--- config.mk ---
export PLATFORM = sky130hd
export DESIGN_NAME = crc32c_checksum
export DESIGN_NICKNAME = d
export VERILOG_FILES = /design/src/rtl/crc32c_pkg.sv /design/src/rtl/crc32c_front.sv /design/src/rtl/crc32c_queue.sv /design/src/rtl/crc32c_back.sv /design/src/rtl/crc32c_checksum.sv
export SDC_FILE = /design/constraint.sdc
export NUM_CORES = 1
export LEC_CHECK = 0
export ABC_AREA = 1
export BUFFER_PORTS_ARGS = -buffer_cell sky130_fd_sc_hd__buf_4
export CAP_MARGIN = 20
export CORE_ASPECT_RATIO = 2
export CORE_MARGIN = 2
export CORE_UTILIZATION = 45
export CTS_CLUSTER_SIZE = 8
export DETAILED_ROUTE_END_ITERATION = 16
export GPL_ROUTABILITY_DRIVEN = 0
export PLACE_DENSITY_LB_ADDON = 0.2
export REMOVE_ABC_BUFFERS = 1
export SKIP_CTS_REPAIR_TIMING = 1
export SLEW_MARGIN = 5
export SYNTH_ARGS = -nofsm -noshare
export SYNTH_HDL_FRONTEND = slang
export SYNTH_HIERARCHICAL = 1
export SYNTH_SLANG_ARGS = --single-unit
--- constraint.sdc ---
create_clock -name clk -period 9 [get_ports clk]
set_input_delay 1.35 -clock clk [delete_from_list [all_inputs] [get_ports clk]]
set_output_delay 1.35 -clock clk [all_outputs]
set_load 0.005 [all_outputs]
--- src/rtl/crc32c_pkg.sv ---
`timescale 1ns / 1ps
// ----------------------------------------------------------------------------
// crc32c_pkg: shared types and functions for the CRC-32C checksum block
// Holds the polynomial, the queue sizing, the word that moves from the front
// end to the back end, and the byte-wise remainder update functions.
// ----------------------------------------------------------------------------
package crc32c_pkg;

	localparam logic [31:0] CRC_POLY  = 32'h82F6_3B78;
	localparam logic [31:0] CRC_ONES  = 32'hFFFF_FFFF;
	localparam logic [31:0] CRC_ZERO  = 32'h0000_0000;
	localparam logic [7:0]  BYTE_MASK = 8'hFF;

	// Byte lanes in one data word.
	localparam int MAX_BYTES = 8;

	// Queue between front and back end; depth must be a power of two.
	localparam int QUEUE_DEPTH = 2;
	localparam int QPTR_W      = $clog2(QUEUE_DEPTH);
	localparam int QCNT_W      = $clog2(QUEUE_DEPTH + 1);

	// One classified word as handed from the front end to the back end.
	typedef struct packed {
		logic [31:0] data_rem;   // CRC contribution of the data bytes alone
		logic [3:0]  count;      // saturated byte count
		logic        has_bytes;  // count is not zero
		logic        first;
		logic        last;
	} crc_item_t;

	// Fold one byte into a reflected CRC-32C remainder.
	function automatic logic [31:0] crc_byte(input logic [31:0] rem, input logic [7:0] b);
		logic [31:0] r;
		r = rem ^ {24'd0, b & BYTE_MASK};
		for (int k = 0; k < 8; k++) begin
			r = (r >> 1) ^ (r[0] ? CRC_POLY : CRC_ZERO);
		end
		return r;
	endfunction

	// Advance a remainder over n zero bytes.
	function automatic logic [31:0] crc_zero_adv(input logic [31:0] rem, input logic [3:0] n);
		logic [31:0] r;
		r = rem;
		for (int i = 0; i < MAX_BYTES; i++) begin
			if (4'(i) < n) begin
				r = crc_byte(r, 8'h00);
			end
		end
		return r;
	endfunction

	// CRC of the low n bytes of a word, starting from a zero remainder.
	function automatic logic [31:0] crc_data(input logic [63:0] data, input logic [3:0] n);
		logic [31:0] r;
		r = CRC_ZERO;
		for (int i = 0; i < MAX_BYTES; i++) begin
			if (4'(i) < n) begin
				r = crc_byte(r, data[8*i +: 8]);
			end
		end
		return r;
	endfunction

endpackage

--- src/rtl/crc32c_front.sv ---
`timescale 1ns / 1ps
// ----------------------------------------------------------------------------
// crc32c_front: input stage of the CRC-32C block
// Accepts a word, saturates its byte count and folds its data bytes into a
// remainder of their own, then hands the classified word to the queue.
// ----------------------------------------------------------------------------
module crc32c_front
	import crc32c_pkg::*;
#(
	parameter int BYTES_PER_WORD = 8
) (
	input  logic        clk,
	input  logic        arst_n,
	input  logic        word_valid,
	output logic        word_stall,
	input  logic [63:0] data_word,
	input  logic [3:0]  byte_count,
	input  logic        first_word,
	input  logic        last_word,
	output logic        push_valid,
	input  logic        push_stall,
	output crc_item_t   push_item
);

	localparam int LIMIT = (BYTES_PER_WORD < MAX_BYTES) ? BYTES_PER_WORD : MAX_BYTES;

	logic       advance;
	logic [3:0] count_sat;
	crc_item_t  item_next;
	logic       valid_s1;
	crc_item_t  item_s1;

	assign advance    = !valid_s1 || !push_stall;
	assign word_stall = !advance;

	always_comb begin
		count_sat           = (byte_count > 4'(LIMIT)) ? 4'(LIMIT) : byte_count;
		item_next.count     = count_sat;
		item_next.has_bytes = (count_sat != 4'd0);
		item_next.first     = first_word;
		item_next.last      = last_word;
		item_next.data_rem  = crc_data(data_word, count_sat);
	end

	always_ff @(posedge clk or negedge arst_n) begin
		if (!arst_n) begin
			valid_s1 <= 1'b0;
		end else if (advance) begin
			valid_s1 <= word_valid;
		end
	end

	always_ff @(posedge clk) begin
		if (advance && word_valid) begin
			item_s1 <= item_next;
		end
	end

	assign push_valid = valid_s1;
	assign push_item  = item_s1;

endmodule

--- src/rtl/crc32c_queue.sv ---
`timescale 1ns / 1ps
// ----------------------------------------------------------------------------
// crc32c_queue: short word queue between front and back end
// Small circular buffer; the head is visible at the pop side without delay.
// ----------------------------------------------------------------------------
module crc32c_queue
	import crc32c_pkg::*;
(
	input  logic      clk,
	input  logic      arst_n,
	input  logic      push_valid,
	output logic      push_stall,
	input  crc_item_t push_item,
	output logic      pop_valid,
	input  logic      pop_stall,
	output crc_item_t pop_item
);

	crc_item_t         entries_q [QUEUE_DEPTH];
	logic [QPTR_W-1:0] wr_ptr_q;
	logic [QPTR_W-1:0] rd_ptr_q;
	logic [QCNT_W-1:0] count_q;
	logic              push;
	logic              pop;

	assign push_stall = (count_q == QCNT_W'(QUEUE_DEPTH));
	assign pop_valid  = (count_q != '0);
	assign pop_item   = entries_q[rd_ptr_q];
	assign push       = push_valid && !push_stall;
	assign pop        = pop_valid && !pop_stall;

	always_ff @(posedge clk or negedge arst_n) begin
		if (!arst_n) begin
			wr_ptr_q <= '0;
			rd_ptr_q <= '0;
			count_q  <= '0;
		end else begin
			if (push) begin
				wr_ptr_q <= wr_ptr_q + 1'b1;
			end
			if (pop) begin
				rd_ptr_q <= rd_ptr_q + 1'b1;
			end
			if (push && !pop) begin
				count_q <= count_q + 1'b1;
			end else if (pop && !push) begin
				count_q <= count_q - 1'b1;
			end
		end
	end

	always_ff @(posedge clk) begin
		if (push) begin
			entries_q[wr_ptr_q] <= push_item;
		end
	end

endmodule

--- src/rtl/crc32c_back.sv ---
`timescale 1ns / 1ps
// ----------------------------------------------------------------------------
// crc32c_back: remainder update and result register of the CRC-32C block
// Advances the running remainder over the word's byte count, XORs in the
// data contribution, and on a last word loads the checksum register.
// ----------------------------------------------------------------------------
module crc32c_back
	import crc32c_pkg::*;
(
	input  logic        clk,
	input  logic        arst_n,
	input  logic        pop_valid,
	output logic        pop_stall,
	input  crc_item_t   pop_item,
	output logic        checksum_valid,
	input  logic        checksum_stall,
	output logic [31:0] checksum
);

	logic [31:0] rem_q;
	logic        any_q;
	logic        out_valid_q;
	logic [31:0] checksum_q;
	logic [31:0] rem_base;
	logic        any_base;
	logic [31:0] rem_next;
	logic        any_next;
	logic        pop;
	logic        out_take;

	assign out_take  = out_valid_q && !checksum_stall;
	// Only a last word needs the result register; others flow past a stall.
	assign pop_stall = pop_item.last && out_valid_q && checksum_stall;
	assign pop       = pop_valid && !pop_stall;

	always_comb begin
		rem_base = pop_item.first ? CRC_ONES : rem_q;
		any_base = pop_item.first ? 1'b0 : any_q;
		rem_next = crc_zero_adv(rem_base, pop_item.count) ^ pop_item.data_rem;
		any_next = any_base || pop_item.has_bytes;
	end

	always_ff @(posedge clk or negedge arst_n) begin
		if (!arst_n) begin
			rem_q       <= CRC_ONES;
			any_q       <= 1'b0;
			out_valid_q <= 1'b0;
		end else begin
			if (out_take) begin
				out_valid_q <= 1'b0;
			end
			if (pop) begin
				if (pop_item.last) begin
					rem_q       <= CRC_ONES;
					any_q       <= 1'b0;
					out_valid_q <= 1'b1;
				end else begin
					rem_q <= rem_next;
					any_q <= any_next;
				end
			end
		end
	end

	always_ff @(posedge clk) begin
		if (pop && pop_item.last) begin
			checksum_q <= any_next ? (rem_next ^ CRC_ONES) : CRC_ZERO;
		end
	end

	assign checksum_valid = out_valid_q;
	assign checksum       = checksum_q;

endmodule

--- src/rtl/crc32c_checksum.sv ---
`timescale 1ns / 1ps
// ----------------------------------------------------------------------------
// crc32c_checksum: CRC-32C (Castagnoli) checksum over a word stream
// Inline checksum engine taking one 64-bit word per cycle when not stalled and
// giving one 32-bit checksum at the end of each message.
// ----------------------------------------------------------------------------
// Feed a message as 64-bit words, each carrying 0 to 8 bytes packed from bit 0
// up (first byte in bits 7:0), with byte_count naming how many are valid; a
// count above BYTES_PER_WORD or above 8 saturates to the smaller. first_word
// restarts the remainder at all ones; last_word closes the message and yields
// one checksum (remainder XOR all ones, reflected polynomial 0x82F63B78), or
// zero when the message held no bytes. After a last word the next word always
// opens a new message. The block sustains one word per clock while no stall
// backs up to the input: the front end folds the word's data bytes into a
// standalone remainder, and the only feedback loop, in the back end,
// advances the running remainder over the byte count and XORs that in
// combinationally. A message's last word passes the input register and the
// queue, then loads the result register, from which its checksum is shown.
// The result register lets input words keep flowing while a finished
// checksum waits; input stalls only once the two-entry queue and the
// input register are full behind a stalled result.
// ----------------------------------------------------------------------------
module crc32c_checksum
	import crc32c_pkg::*;
#(
	parameter int BYTES_PER_WORD = 8
) (
	input  logic        clk,
	input  logic        arst_n,
	input  logic        word_valid,
	output logic        word_stall,
	input  logic [63:0] data_word,
	input  logic [3:0]  byte_count,
	input  logic        first_word,
	input  logic        last_word,
	output logic        checksum_valid,
	input  logic        checksum_stall,
	output logic [31:0] checksum
);

	// Front end to queue.
	logic      push_valid;
	logic      push_stall;
	crc_item_t push_item;

	// Queue to back end.
	logic      pop_valid;
	logic      pop_stall;
	crc_item_t pop_item;

	// Classify the word: saturate the count, fold the data bytes alone.
	crc32c_front #(
		.BYTES_PER_WORD(BYTES_PER_WORD)
	) u_front (
		.clk        (clk),
		.arst_n     (arst_n),
		.word_valid (word_valid),
		.word_stall (word_stall),
		.data_word  (data_word),
		.byte_count (byte_count),
		.first_word (first_word),
		.last_word  (last_word),
		.push_valid (push_valid),
		.push_stall (push_stall),
		.push_item  (push_item)
	);

	// Decouple the two ends so each can stall on its own.
	crc32c_queue u_queue (
		.clk        (clk),
		.arst_n     (arst_n),
		.push_valid (push_valid),
		.push_stall (push_stall),
		.push_item  (push_item),
		.pop_valid  (pop_valid),
		.pop_stall  (pop_stall),
		.pop_item   (pop_item)
	);

	// Hold the running remainder and drive the result register.
	crc32c_back u_back (
		.clk            (clk),
		.arst_n         (arst_n),
		.pop_valid      (pop_valid),
		.pop_stall      (pop_stall),
		.pop_item       (pop_item),
		.checksum_valid (checksum_valid),
		.checksum_stall (checksum_stall),
		.checksum       (checksum)
	);

endmodule

# Yosys cells after proc, flatten, opt, wreduce, memory -nomap -nowiden
# Memories as Yosys holds them, arrays and structs flattened.
# Cells that the tools add are included.
# word_totals
reg_bits	110
latchBits	0
mem_bits_rw	78
mem_bits_ro	0
inputBits	74
out_inout_bits	34
wordCells	350
mem_count	1
# op_classes
add_sub_neg	4
n_mul	0
div	0
order_cmp	17
n_eq_ne	1
n_shift	0
muxes	156
bitwise_logic	137
reduce_logical	21
# mem_list
name	words	width	read_ports	rd_ports_with_merged_regs	write_ports	line_no	source
u_queue.entries_q	2	39	1	0	1	crc32c_queue.sv:19	crc_item_t entries_q [QUEUE_DEPTH];
# ops
operator	count
$mux 32	146
$xor 31x32->32	127
$xor 32x8->32	7
$lt 3x4->1 const A	8
$not 32->32	1
$xor 32x32->32	1
$xor 7x32->32	1
$lt 1x4->1 const A	4
$lt 2x4->1 const A	4
$logic_and 1x1->1	9
$logic_not 1->1	7
$mux 1	7
$gt 4x4->1 const B	1
$mux 2	2
$mux 4	1
$reduce_bool 2->1	2
$reduce_bool 4->1	1
$add 1x1->1 const B	2
$add 2x1->2 const B	1
$eq 2x2->1 const B	1
$logic_or 1x1->1	2
$sub 2x1->2 const B	1

# Depth between registers and ports, before layout
# depth
depth_word	143
depth_mapped	95
ltp_nobuf	93

# Cells and area by module
# Netlist, hierarchy kept.
# by_module_without_submodules
mod	n_inst	cells_each	area_per_inst_um2	seq_area_each_um2
crc32c_back	1	3714	19377.3	1851.8
crc32c_front	1	3281	17654.4	1196.1
crc32c_queue	1	237	3119.2	2442.3

# Worst setup path after synthesis
# Ideal clock, no wire load.
# synth_timing
path_kind	input to register
startpoint	in data_word[2]
endpoint	reg u_front.item_s1, in the netlist u_front/push_item[10] (data pin)
setup_time_ns	0.253
t_arrival_ns	8.720
t_required_ns	8.747
setup_slack_ns	0.027
path_stages	86
n_path_buf	5
cell_sequence	buf_2 -> inv_2 -> nand2_1 -> nand2_1 -> nand2_4 -> nand2_2 -> buf_6 -> nand2_2 -> nand3_1 -> nand2_2 -> nand3_2 -> nand2_4 -> nand2_2 -> nand2_1 -> nand2_1 -> nand2_2 -> nand2_1 -> nand2_2 -> [... 50 more ...] -> nand2_2 -> nand3_1 -> nand2_4 -> nand2_1 -> nand2_2 -> nand2_2 -> nand3_2 -> nand3_1 -> nand2_2 -> nand2_4 -> nand2_4 -> nand2_4 -> nand2_2 -> nand2_2 -> nand2_2 -> nand2_1 -> nand3_1 -> nand2_1
# synth_lines
item	line_no	source
from (decl)	crc32c_checksum.sv:32	input logic [63:0] data_word,
to (signal assigned)	crc32c_front.sv:55	item_s1 <= item_next;
to (decl)	crc32c_front.sv:31	crc_item_t item_s1;

==> metrics <==
critical path fanouts, max=7; fraction of registers with async set/reset=20.74%; Clk pin slew, worst setup/hold paths=0.07 ns; initial antenna violation count=1; Area Growth Syn to Fin=42.51%; via density per instance=5.414; setup violators final=~90; CTS max path bufs=2; Final Hold Viols=0; area taken by flip-flops and latches=between 0.005 and 0.006 sq mm; Mapped Area=0.04015 sq mm; crit path DAT=about 10 ns; global route overflow=0; DRC viols=0; Num CTS Buffers=17; DRT Wirelength=168.6 mm; worst-skew pair later-pin latency=0.45 ns; CP max-delay cell=xor2_1; status=finished with violations; skew final=about 0.015 ns; root buf cell=clkbuf_16; Synthesis Warnings=6; largest family of logic cells by synthesized area=simple AND/OR/NAND/NOR gates; first-pass GRT wire length=248.3 mm; Top FF cell, synth=edfxtp_1; Post-Layout Cell Count=between 9000 and 10000; f_max=100.8 MHz; Final nets=8837; simple-gate share of the synthesized area=63.64%; Placed Cells=9798; Vias=53880; final worst-path setup slack=-0.9246 ns; GRT Total Usage=33.87%; WL met2=80.74 mm; Starting Density=45.20%; synthesized instance count=around 7200; Slew @ Worst Pin=1.249 ns; Post-DRT Antenna Nets=0; RSZ-0062 raised after global routing=true; Seq/Total Area, Yosys=13.67%; metal1 wirelength=63.22 mm; core area=0.08882 sq mm; Final min period=between 9 and 10 ns; Req. time, crit path=a little over 9 ns; Slew headroom=approximately 17%; mux cell area share after synthesis=0.02493%; htree depth=4; CTS sink cnt=~190; layout cell share with drive strength beyond 1=between 30% and 40%; fillers=8278; Seq cells post-synth=188; cell mode on critical path=nand2_2; CP Launch Type=primary input; ant diodes=0; WS Path Type=primary input to register; xor-xnor portion of the synthesized cell area=around 8.7%; fin. max-slew vios=0; port buffer count=approximately 110; Distinct cells, synth=60; Vert. Die Dim=426.4 microns; Synth Area in Compound Gates=under 10%; Post-Syn Area per Cell=5.552 sq um; hpwl dp=134.4 mm; Synth Area in Adders=0.03116%; pin count of the biggest net entering global routing=just under 50; I/O pins=108; uppermost layer routed=met5; number of global-route vias before repair=47660; die width=215.2 microns; endpoint type of the worst setup path=register; CTS tree=yes; die area=slightly above 0.09 sq mm; # Max-Cap Violations=0; DR pass1 iterations=6; number of DRC markers in iteration 0=5262; met3 wire len=roughly 12 mm; Period Utilization, post-route=110.3%; worst min path class=register to register; footprint of the multi-input gates=roughly 0.034 sq mm; drt wl/cell=around 17 microns; failing checks=negative setup slack; CP peak stage delay=0.25 ns; pre-CTS setup slack=-1.317 ns; Post-synth EDFFs=149; row count=~160
-- metrics by stage --
step / hold slack (ns) / util, % / cell area, sq um / TNS (ns)
floorplan: 0.4215 / - / 38610 / -338.16
global placement: 0.4235 / 58.96 / 52370 / -53.61
detailed placement: 0.4290 / 58.96 / 52370 / -62.35
CTS: 0.4447 / 59.58 / 52920 / -52.96
global route: 0.4508 / 64.42 / 57220 / -116.23
finish: 0.4430 / 64.42 / 57220 / -46.96
-- cell type report --
| type | count | share of cell area, % |
|---|---|---|
| Sequential cell | 188 | 9.597 |
| Tap cell | 1177 | 2.574 |
| Clock buffer | 18 | 0.7500 |
| Inverter | 599 | 3.993 |
| Timing Repair Buffer | 1711 | 23.12 |
| Clock inverter | 13 | 0.2165 |
| Multi-Input combinational cell | 6245 | 59.75 |
-- cells in the final DEF, fill, tap and decap left out, types with 169 or more instances in the layout --
master	instances
nand2_1	3012
buf_4	1670
nand3_1	1075
inv_1	531
nand2_2	498
xor2_1	279
nand3_2	251
nand2_4	205
nor2_1	185
o21ai_0	169
-- logic make-up after synthesis --
group           Yosys count
simple gates           5522
buf+inv                 803
xor+xnor                394
compound gates          323
flops                   188
mux                       1
fa+ha+maj                 1
-- sequential cells by signal, indices dropped and copies added (netlist names) --
name / flops
u_back/rem_q: 32
u_back/any_q: 1
u_queue/wr_ptr_q: 1
u_back/checksum_valid: 1
u_front/push_item: 39
u_queue/count_q: 2
u_queue/rd_ptr_q: 1
u_back/checksum: 32
u_queue/entries_q: 78
u_front/push_valid: 1
-- path summary, 6_finish.rpt --
path                                             from                  endpoint  slack (ns)  cells past startpoint
min in group asynchronous                      arst_n     u_back/checksum_valid        0.89                      1
max in group asynchronous                      arst_n          u_queue/rd_ptr_q        7.75                      1
worst max-delay path                     data_word[1]     u_front/push_item[26]       -0.92                     79
worst min register to register  u_front/push_item[32]  u_queue/entries_q[0][32]        0.44                      0
worst max register to register       u_queue/rd_ptr_q       u_back/checksum[19]       -0.53                     77
worst min-delay path            u_front/push_item[32]  u_queue/entries_q[0][32]        0.44                      0
-- synthesized netlist by cell type, drive strengths merged (2+ instances only) --
cell,n,area [sq um]
nand3,1409,7817
edfxtp,149,4474
a31oi,3,18.77
dlygate4sd3,3,30.03
dfrtp,7,175.2
xor2,303,2684
a22oi,4,30.03
a21o,3,22.52
inv,598,2262
nor2,246,1056
o221ai,12,105.1
buf,149,1252
o21bai,5,41.29
nand2b,2,12.51
xnor2,89,779.5
o22ai,13,81.33
nand2,3731,15780
nor3,3,15.01
a21oi,67,335.3
nand4,50,325.3
dfstp,32,840.8
a21boi,2,15.01
o211ai,14,105.1
xnor3,2,46.29
clkbuf,49,227.7
nand3b,30,225.2
dlygate4sd1,2,17.52
or2,49,306.5
o21a,3,22.52
o21ai,196,984.7
-- per-layer routing --
| metal | vias up | GRT usage (%) |
|---|---|---|
| met3 | 710 | 2.415 |
| li1 | 26240 | - |
| met2 | 2555 | 59.81 |
| met5 | - | 0 |
| met1 | 24370 | 40.00 |
| met4 | 2 | 20.47 |
-- worst max-delay path, delay by kind of cell --
kind | cells | cell delay, ns
compound gates | 1 | 0.13
xor+xnor | 3 | 0.61
buf+inv | 12 | 1.73
simple gates | 63 | 6.21
Power is left out: the tool's default activity adds up to more than one toggle a clock period on the data nets, which glitch-free logic cannot reach.
